`config.mk`:
```
export PLATFORM = sky130hd
export DESIGN_NAME = cmwc_ctrl
export DESIGN_NICKNAME = d
export VERILOG_FILES = /design/src/rtl/core/cmwc_pkg.sv /design/src/rtl/core/cmwc_ctrl.sv
export SDC_FILE = /design/constraint.sdc
export NUM_CORES = 1
export LEC_CHECK = 0
export ABC_AREA = 1
export BUFFER_PORTS_ARGS = -buffer_cell sky130_fd_sc_hd__buf_4
export CAP_MARGIN = 40
export CORE_AREA = 2 2 39 41
export CTS_CLUSTER_SIZE = 30
export DETAILED_ROUTE_END_ITERATION = 10
export DIE_AREA = 0 0 41 43
export HOLD_SLACK_MARGIN = 0.06
export PLACE_DENSITY = 0.64
export SYNTH_ARGS = -nofsm -noshare
export SYNTH_HDL_FRONTEND = slang
export SYNTH_SLANG_ARGS = --single-unit
```
`constraint.sdc`:
```
create_clock -name clk -period 1 [get_ports clk]
set_input_delay 0.05 -clock clk [delete_from_list [all_inputs] [get_ports clk]]
set_output_delay 0.05 -clock clk [all_outputs]
set_load 0.05 [all_outputs]
```
`src/rtl/core/cmwc_pkg.sv`:
```
package cmwc_pkg;

  localparam logic OP_SEED = 1'b0;
  localparam logic OP_DRAW = 1'b1;

  localparam int WORD_W  = 32;
  localparam int MULT_W  = 15;
  localparam int PROD_W  = WORD_W + MULT_W;
  localparam int SUM_W   = PROD_W + 1;
  localparam int CY_W    = SUM_W - WORD_W;
  localparam int CARRY_W = 19;

  localparam logic [WORD_W-1:0]  PHI             = 32'h9e3779b9;
  localparam logic [CARRY_W-1:0] CARRY_RESET     = 19'd362436;
  localparam logic [MULT_W-1:0]  MULTIPLIER      = 15'd18782;
  localparam logic [WORD_W-1:0]  COMPLEMENT_BASE = 32'hfffffffe;

  typedef enum logic [5:0] {
    ST_IDLE  = 6'b000001,
    ST_SEED  = 6'b000010,
    ST_MUL   = 6'b000100,
    ST_SUM   = 6'b001000,
    ST_FIX   = 6'b010000,
    ST_WRITE = 6'b100000
  } state_t;

  typedef struct packed {
    logic seed_load;
    logic seed_step;
    logic draw_start;
    logic mul;
    logic sum;
    logic fix;
    logic write;
  } cmd_t;

  typedef struct packed {
    logic seed_last;
    logic out_free;
  } status_t;

endpackage

```
`src/rtl/core/cmwc_ctrl.sv`:
```
module cmwc_ctrl (
  input  logic              clk,
  input  logic              rst,
  input  logic              in_valid,
  input  logic              operation,
  input  cmwc_pkg::status_t status,
  output cmwc_pkg::cmd_t    cmd,
  output logic              in_stall
);
  import cmwc_pkg::*;

  state_t state, state_next;

  always_ff @(posedge clk) begin
    if (rst) begin
      state <= ST_IDLE;
    end else begin
      state <= state_next;
    end
  end

  assign in_stall = (state != ST_IDLE);

  always_comb begin
    state_next = state;
    cmd        = '0;
    unique case (state)
      ST_IDLE: begin
        if (in_valid) begin
          if (operation == OP_DRAW) begin
            cmd.draw_start = 1'b1;
            state_next     = ST_MUL;
          end else begin
            cmd.seed_load = 1'b1;
            state_next    = ST_SEED;
          end
        end
      end
      ST_SEED: begin
        cmd.seed_step = 1'b1;
        if (status.seed_last) begin
          state_next = ST_IDLE;
        end
      end
      ST_MUL: begin
        cmd.mul    = 1'b1;
        state_next = ST_SUM;
      end
      ST_SUM: begin
        cmd.sum    = 1'b1;
        state_next = ST_FIX;
      end
      ST_FIX: begin
        cmd.fix    = 1'b1;
        state_next = ST_WRITE;
      end
      ST_WRITE: begin
        if (status.out_free) begin
          cmd.write  = 1'b1;
          state_next = ST_IDLE;
        end
      end
      default: begin
        state_next = ST_IDLE;
      end
    endcase
  end

endmodule

```
== After elaboration in Yosys (flattened, before gate mapping) ==
Cells that the tools add are included.

* Logic and storage cells: 29
* Output and inout port bits: 8
* Register bits: 6
* Input bits: 6

* Muxes and demuxes: 17
* Equal/unequal tests: 10
* Reduce and logical (&&, ||, !) cells: 1

{| class="wikitable"
|+ Operator list
! cell !! count
|-
| 6-bit one-hot mux with 6 select lines || 1
|-
| 6-bit two-way mux || 3
|-
| 1-bit two-way mux || 12
|-
| 6-bit by 1-bit == test with 1-bit output, second input constant || 1
|-
| 6-bit by 2-bit == test with 1-bit output, second input constant || 1
|-
| 6-bit by 3-bit == test with 1-bit output, second input constant || 1
|-
| 6-bit by 4-bit == test with 1-bit output, second input constant || 1
|-
| 6-bit by 5-bit == test with 1-bit output, second input constant || 1
|-
| 6-bit == test, second input constant || 1
|-
| 2-bit != test, second input constant || 3
|-
| 6-bit by 1-bit != test with 1-bit output, second input constant || 1
|-
| 3-bit two-way mux || 1
|-
| 3-bit AND reduction || 1
|}

== Depth between registers and ports, before layout ==
Gate-level depths: netlist of run 1.

* Depth after elaboration: 3
* Gate-level depth with buffers: 8
* Gate-level depth less buffers: 8

== Least setup slack after synthesis of run 1 ==
Ideal clock, no wire load.

* Path type: register -> output
* From: reg state[2]
* To: out cmd[4] in the netlist's numbering
* Cell stages (with the launch flop): 6
* Path buffers: 0
* Arrival time: 1.527 ns
* Data required time: 0.950 ns
* Setup slack: -0.577 ns
* Path through: dfxtp_1 -> nor2_4 -> nand3_4 -> inv_2 -> nand2_1 -> nor2_1

{| class="wikitable"
|+ RTL lines
! what !! line !! RTL
|-
| from (decl) || cmwc_ctrl.sv:12 || <nowiki>state_t state, state_next;</nowiki>
|-
| from (signal assigned) || cmwc_ctrl.sv:18 || <nowiki>state <= state_next;</nowiki>
|-
| to (decl) || cmwc_ctrl.sv:7 || <nowiki>output cmwc_pkg::cmd_t cmd,</nowiki>
|}

==> results of run 1 <==
[power by group]
| part | switching [µW] | internal, µW |
|---|---|---|
| logic | 172 | 131 |
| clock network | 97.6 | 136 |
| registers | 11.9 | 253 |
[area by class of cell]
class	instances	area, µm²
clock buffer	3	22.5
fill	131	659
inverter	12	51.3
multi-input combinational	33	249
sequential	6	128
tap	16	20.0
timing repair buffer	27	254
[stage by stage]
| step | TNS (ns) | worst slack [ns] | utilization [%] | hold slack, ns |
|---|---|---|---|---|
| global route | -3.21 | -0.347 | 52.4 | 0.168 |
| global placement | -0.405 | -0.109 | 38.2 | 0.265 |
| finish | -2.32 | -0.283 | 52.4 | 0.132 |
| detailed placement | -0.511 | -0.114 | 38.2 | 0.264 |
| CTS | -2.06 | -0.283 | 48.6 | 0.127 |
| floorplan | -0.609 | -0.228 | - | 0.112 |
[metal layers]
metal  up-vias  part of all wire, %  track usage (%)
li1        219                    -                -
met1       189                   37             15.5
met2        14                   54             19.1
met3         5                  5.9             5.24
met4         0                  3.3             10.0
met5         -                    0                0
[cell usage in the layout, fill, tap and decap left out, types with 2 or more instances in the layout]
cell type / n
sky130_fd_sc_hd__buf_4: 16
sky130_fd_sc_hd__nand4_1: 4
sky130_fd_sc_hd__nand2_1: 5
sky130_fd_sc_hd__inv_2: 3
sky130_fd_sc_hd__a21oi_2: 2
sky130_fd_sc_hd__nor2_1: 6
sky130_fd_sc_hd__nor2_4: 6
sky130_fd_sc_hd__clkbuf_4: 3
sky130_fd_sc_hd__buf_8: 3
sky130_fd_sc_hd__inv_1: 7
sky130_fd_sc_hd__nand3_4: 2
sky130_fd_sc_hd__nor2_2: 2
sky130_fd_sc_hd__buf_6: 7
sky130_fd_sc_hd__dfxtp_2: 6
[cells by family (layout without fill, tap and decap cells)]
logic type,count (synthesis),after routing,share of synthesized area (%)
compound gates,2,2,3.78
flops,6,6,33.0
simple gates,31,31,48.8
buf+inv,13,42,14.4
[final timing paths]
check,startpoint,endpoint,slack (ns)
max,state[2],cmd[6],-0.28
min,in_valid,state[0],0.13
max reg2reg,state[1],state[0],-0.12
min reg2reg,state[3],state[3],0.62
[worst max-delay path, stage by stage, from the launching register on]
cell and delay (ns):
sky130_fd_sc_hd__dfxtp_2 0.33, sky130_fd_sc_hd__nor2_4 0.16, sky130_fd_sc_hd__nand3_4 0.11, sky130_fd_sc_hd__inv_4 0.08, sky130_fd_sc_hd__nand3_4 0.07, sky130_fd_sc_hd__clkinvlp_4 0.08
sky130_fd_sc_hd__buf_8 0.13
[repair_timing]
action | in CTS | in global routing
setup endpoints to repair | 12 | 13
gates resized for setup | 23 | 7
pin swaps | 11 | 6
hold endpoints to repair | 5 | 0
hold buffers | 1 | 0
buffers inserted | 6 | 4
==> results.json, run 1 <==
{
  "synth.net_count": 58,
  "antenna_violating_nets_post_route": 0,
  "top_achievable_clock_speed_mhz": 779,
  "diodes": 0,
  "clk_sink_count": 6,
  "critPathCaptureType": "primary output",
  "final_design_area_no_fill_um2": 724,
  "tritoncts": "yes",
  "drv_cap": 0,
  "pin_count_of_the_biggest_net_entering_global_routing": 7,
  "final_cell_count_no_fill": 97,
  "detail_route.wl_per_cell_um": 10.1,
  "worst_slack_ns": -0.283,
  "worst_r2r_path_depth": 7,
  "synth-async-reset-ratio_pct": 0,
  "post-dp-hpwl_um": 608,
  "mapped_cells": 52,
  "synthMostInstantiatedCell": "sky130_fd_sc_hd__inv_1",
  "grt_antenna_before_repair": 0,
  "timing.critical_path.arrival_ns": 1.23,
  "placed_cell_area_um2": 528,
  "synth_ff_type": "sky130_fd_sc_hd__dfxtp_1",
  "grt_remaining_overflow": 0,
  "drt_drc_violations_left": 0,
  "synth_warnings": 0,
  "clk_pin_slew_worst_paths_ns": 0.05,
  "postSynthRegisterBits": 6,
  "synth_seq_area_share_pct": 33.0,
  "timing.final.setup_violations": 12,
  "grt_setup_unrepaired": "yes",
  "design.core.area_mm2": 0.00138,
  "synthDominantAreaCellType": "sky130_fd_sc_hd__dfxtp_1",
  "fp.dieH_um": 43,
  "cts_root_buf": "sky130_fd_sc_hd__clkbuf_4",
  "place.port_buffers": 13,
  "status": "finished, violations left",
  "worst_hold_class": "input pin to flip-flop",
  "holdPathStages": 4,
  "timing.setup.critical_path_class": "flip-flop to primary output",
  "pin_count": 14,
  "gp_congestion": 0.727,
  "die_area_mm2": 0.00176,
  "post_synthesis_instance_area_um2": 364,
  "finalPower_uw": 802,
  "clock_tree.htree_level_count": 1,
  "critical_path_peak_fanout": 4,
  "flip_flop_count_of_the_largest_register_all_copies_and_words_added": 6,
  "power.density_cell_area_mw_per_mm2": 1110,
  "synth_edf_count": 0,
  "grt_pass1_wl_mm": 1.55,
  "final-max-slew-violation-count": 0,
  "max_flop_register": "state",
  "numPlacedInstances": 84,
  "ir_drop_uv": 602,
  "grt_pass1_vias": 395,
  "design.final.nets": 89,
  "grt_usage_pct": 13.5,
  "synth_cell_types": 16,
  "slew_headroom_pct": 86.1,
  "yosys-top-cells-count": "sky130_fd_sc_hd__inv_1, sky130_fd_sc_hd__nor2_1, sky130_fd_sc_hd__nand2_1",
  "start_kind": "flip-flop",
  "area_growth_syn_to_layout_pct": 99.0,
  "drt-initial-drc-count": 5,
  "rows": 14,
  "synth_top_cells_by_area": "sky130_fd_sc_hd__dfxtp_1, sky130_fd_sc_hd__inv_1, sky130_fd_sc_hd__nor2_1, sky130_fd_sc_hd__nand2_1, sky130_fd_sc_hd__nand4_1",
  "period_share_pct": 128,
  "cts_inserted_buffers": 3,
  "drt-total-wl_um": 984,
  "viasPerCell": 4.40,
  "final_layout_size_suffix_gt1_share_pct": 70.4,
  "synth_top_area_share_pct": 33.0,
  "num_vias": 427,
  "post_synth.cell_area_avg_um2": 7.00,
  "cts_buffer_depth": 2,
  "failed_checks": "negative setup slack",
  "leakage_uw": 0.000354,
  "largest_registers": "state x6",
  "first_pass_iters": 4,
  "start_util_pct": 26.3,
  "die_w_um": 41,
  "req_time_crit_path_ns": 0.95,
  "timing.final.hold_violations": 0,
  "final.setup_skew_ns": 0.00542,
  "max_slew.worst_pin.slew_ns": 0.209,
  "final_period_minus_worst_setup_slack_ns": 1.28,
  "insertion_delay_ns": 0.25
}
(Power assumes the default switching activity.)
==> inputs of run 2 (changes only) <==
--- a/config.mk
+++ b/config.mk
@@ -8,10 +8,10 @@
 export ABC_AREA = 1
 export BUFFER_PORTS_ARGS = -buffer_cell sky130_fd_sc_hd__buf_4
 export CAP_MARGIN = 40
-export CORE_AREA = 2 2 39 41
+export CORE_AREA = 3 3 40 42
 export CTS_CLUSTER_SIZE = 30
 export DETAILED_ROUTE_END_ITERATION = 10
-export DIE_AREA = 0 0 41 43
+export DIE_AREA = 0 0 43 45
 export HOLD_SLACK_MARGIN = 0.06
 export PLACE_DENSITY = 0.64
 export SYNTH_ARGS = -nofsm -noshare
==> run 2 against run 1 <==
Against the previous run:
- the run still ends with negative setup slack left
- power increased by 1.8%
- clock skew up 0.0049 ns
- clock-buffer cell count unchanged
- hold slack got worse by 0.0065 ns
- cell count rose by 1.0%
- sequential share of layout area fell by 0.40 points
- sequential cell count is the same
- sequential power hardly changed
==> results.json, run 2 (synthesized netlist as in run 1, its figures left out) <==
{
  "status": "finished, violations left",
  "failed_checks": "negative setup slack",
  "worst_r2r_path_depth": 8,
  "global_route.peak_usage_layer": "met2",
  "die_area_mm2": 0.00194,
  "max_slew.worst_pin.slew_ns": 0.203,
  "die_w_um": 43,
  "period_share_pct": 130,
  "top_achievable_clock_speed_mhz": 769,
  "start_kind": "flip-flop",
  "diodes": 0,
  "timing.final.setup_violations": 13,
  "gr-usage-met3_pct": 5.18,
  "place.port_buffers": 13,
  "min-delay-start": "status[1]",
  "final-max-slew-violation-count": 0,
  "tritoncts": "yes",
  "num_vias": 429,
  "grt_antenna_before_repair": 0,
  "req_time_crit_path_ns": 0.95,
  "worst_hold_class": "input pin to flip-flop",
  "rr_endpoint": "state[0]",
  "grt_pass1_wl_mm": 1.86,
  "placed_cell_area_um2": 519,
  "viasPerCell": 4.38,
  "design.final.nets": 91,
  "grt_usage_pct": 14.5,
  "final.setup_skew_ns": 0.0103,
  "minimum_hold_slack_ns": 0.126,
  "final_layout_size_suffix_gt1_share_pct": 74.7,
  "worst_slack_ns": -0.301,
  "critical_path_peak_fanout": 4,
  "fp.dieH_um": 45,
  "final_period_minus_worst_setup_slack_ns": 1.30,
  "grtUsageMet2_pct": 21.9,
  "drt-initial-drc-count": 6,
  "pin_count_of_the_biggest_net_entering_global_routing": 7,
  "final.setup.tns_ns": -2.46,
  "timing.final.hold_violations": 0,
  "cts_buffer_depth": 2,
  "share_comb_of_total_power_pct": 38.6,
  "start_util_pct": 28.3,
  "gp_congestion": 0.793,
  "slew_headroom_pct": 86.5,
  "r2r_start": "state[5]",
  "power_report.internal_total_uw": 524,
  "worst_hold_path.endpoint": "state[1]",
  "ir_drop_uv": 693,
  "finalPower_uw": 816,
  "drv_cap": 0,
  "holdPathStages": 4,
  "detail_route.wl_per_cell_um": 11.2,
  "layout.cells.most_common": "sky130_fd_sc_hd__buf_4",
  "antenna_violating_nets_post_route": 0,
  "insertion_delay_ns": 0.26,
  "grt_pass1_vias": 421,
  "power.density_cell_area_mw_per_mm2": 1080,
  "max_flop_register": "state",
  "cts_root_buf": "sky130_fd_sc_hd__clkbuf_4",
  "grt_setup_unrepaired": "yes",
  "final_design_area_no_fill_um2": 756,
  "cp-startpoint": "state[5]",
  "drt-total-wl_mm": 1.09,
  "area_growth_syn_to_layout_pct": 108,
  "timing.setup.critical_path_class": "flip-flop to primary output",
  "pin_count": 14,
  "ff2ff_setup_slack_ns": -0.18,
  "largest_registers": "state x6",
  "leakage_uw": 0.000366,
  "cts_inserted_buffers": 3,
  "share_seq_of_total_power_pct": 32.3,
  "sw_frac_of_total_pct": 35.8,
  "rows": 13,
  "flip_flop_count_of_the_largest_register_all_copies_and_words_added": 6,
  "gr-usage-met1_pct": 13.9,
  "drt_drc_violations_left": 0,
  "grt_remaining_overflow": 0,
  "clock_tree.htree_level_count": 1,
  "design.core.area_mm2": 0.00128,
  "clkPwrFrac_pct": 29.1,
  "critPathCaptureType": "primary output",
  "first_pass_iters": 4,
  "layout_common_cells": "sky130_fd_sc_hd__buf_4, sky130_fd_sc_hd__nor2_4, sky130_fd_sc_hd__inv_1, sky130_fd_sc_hd__nor2_1",
  "switchingPower_uw": 292,
  "post-dp-hpwl_um": 633,
  "clk_sink_count": 6,
  "timing.critical_path.arrival_ns": 1.25,
  "clk_pin_slew_worst_paths_ns": 0.05
}
## run 2: cell types whose count changed in the layout (fill, tap and decap cells not counted), sizes merged
| cell | change |
|---|---|
| buf | +2 |
## run 2: worst max-delay path by stage
stage	cells past startpoint	to	slack, ns
6_report	6	cmd[4]	-0.30
5_1_grt	6	cmd[4]	-0.36
4_1_cts	6	cmd[6]	-0.27
3_5_place_dp	6	cmd[6]	-0.11
3_3_place_gp	6	cmd[6]	-0.11
2_1_floorplan	5	cmd[4]	-0.23
## run 2: area by class of cell
type                    instances  area [µm²]
fillers                       109         529
clock buffers                   3        22.5
flip-flops and latches          6         130
multi-input cells              33         256
well taps                      15        18.8
inverters                      12        51.3
repair buffers                 29         277
## run 2: timing repair
| action | CTS | global route |
|---|---|---|
| endpoints found under the hold margin | 5 | 0 |
| resized for setup | 25 | 11 |
| hold buffers | 1 | 0 |
| buffers inserted | 9 | 3 |
| setup endpoints to repair | 10 | 14 |
| pin swaps | 10 | 6 |
## run 2: critical path, cell delays in order, from the launching register on
cell                      delay [ns]
sky130_fd_sc_hd__dfxtp_2        0.33
sky130_fd_sc_hd__nor2_4         0.16
sky130_fd_sc_hd__nand3_4        0.10
sky130_fd_sc_hd__inv_4          0.09
sky130_fd_sc_hd__nand2_4        0.05
sky130_fd_sc_hd__nor2_4         0.11
sky130_fd_sc_hd__buf_8          0.15
## run 2: power groups by stage
| stage | Sequential [µW] | Combinational, µW | Clock (µW) |
|---|---|---|---|
| floorplan | 263 | 161 | 0 |
| global placement | 264 | 226 | 0 |
| detailed placement | 264 | 227 | 0 |
| CTS | 265 | 298 | 228 |
| global route | 265 | 338 | 259 |
| finish | 264 | 315 | 238 |
## run 2: routing by layer
layer / vias to the layer above / part of all wire (%) / routed length (µm)
li1: 223 / - / -
met1: 186 / 39 / 432
met2: 16 / 48 / 521
met3: 4 / 8.6 / 94
met4: 0 / 4.0 / 44
met5: - / 0 / 0
## run 2: stage by stage
stage | instances | setup WS (ns) | utilization (%)
finish | 98 | -0.301 | 58.8
global placement | 82 | -0.109 | 40.4
global route | 98 | -0.356 | 58.8
floorplan | 52 | -0.228 | -
CTS | 95 | -0.269 | 54.2
detailed placement | 82 | -0.106 | 40.4
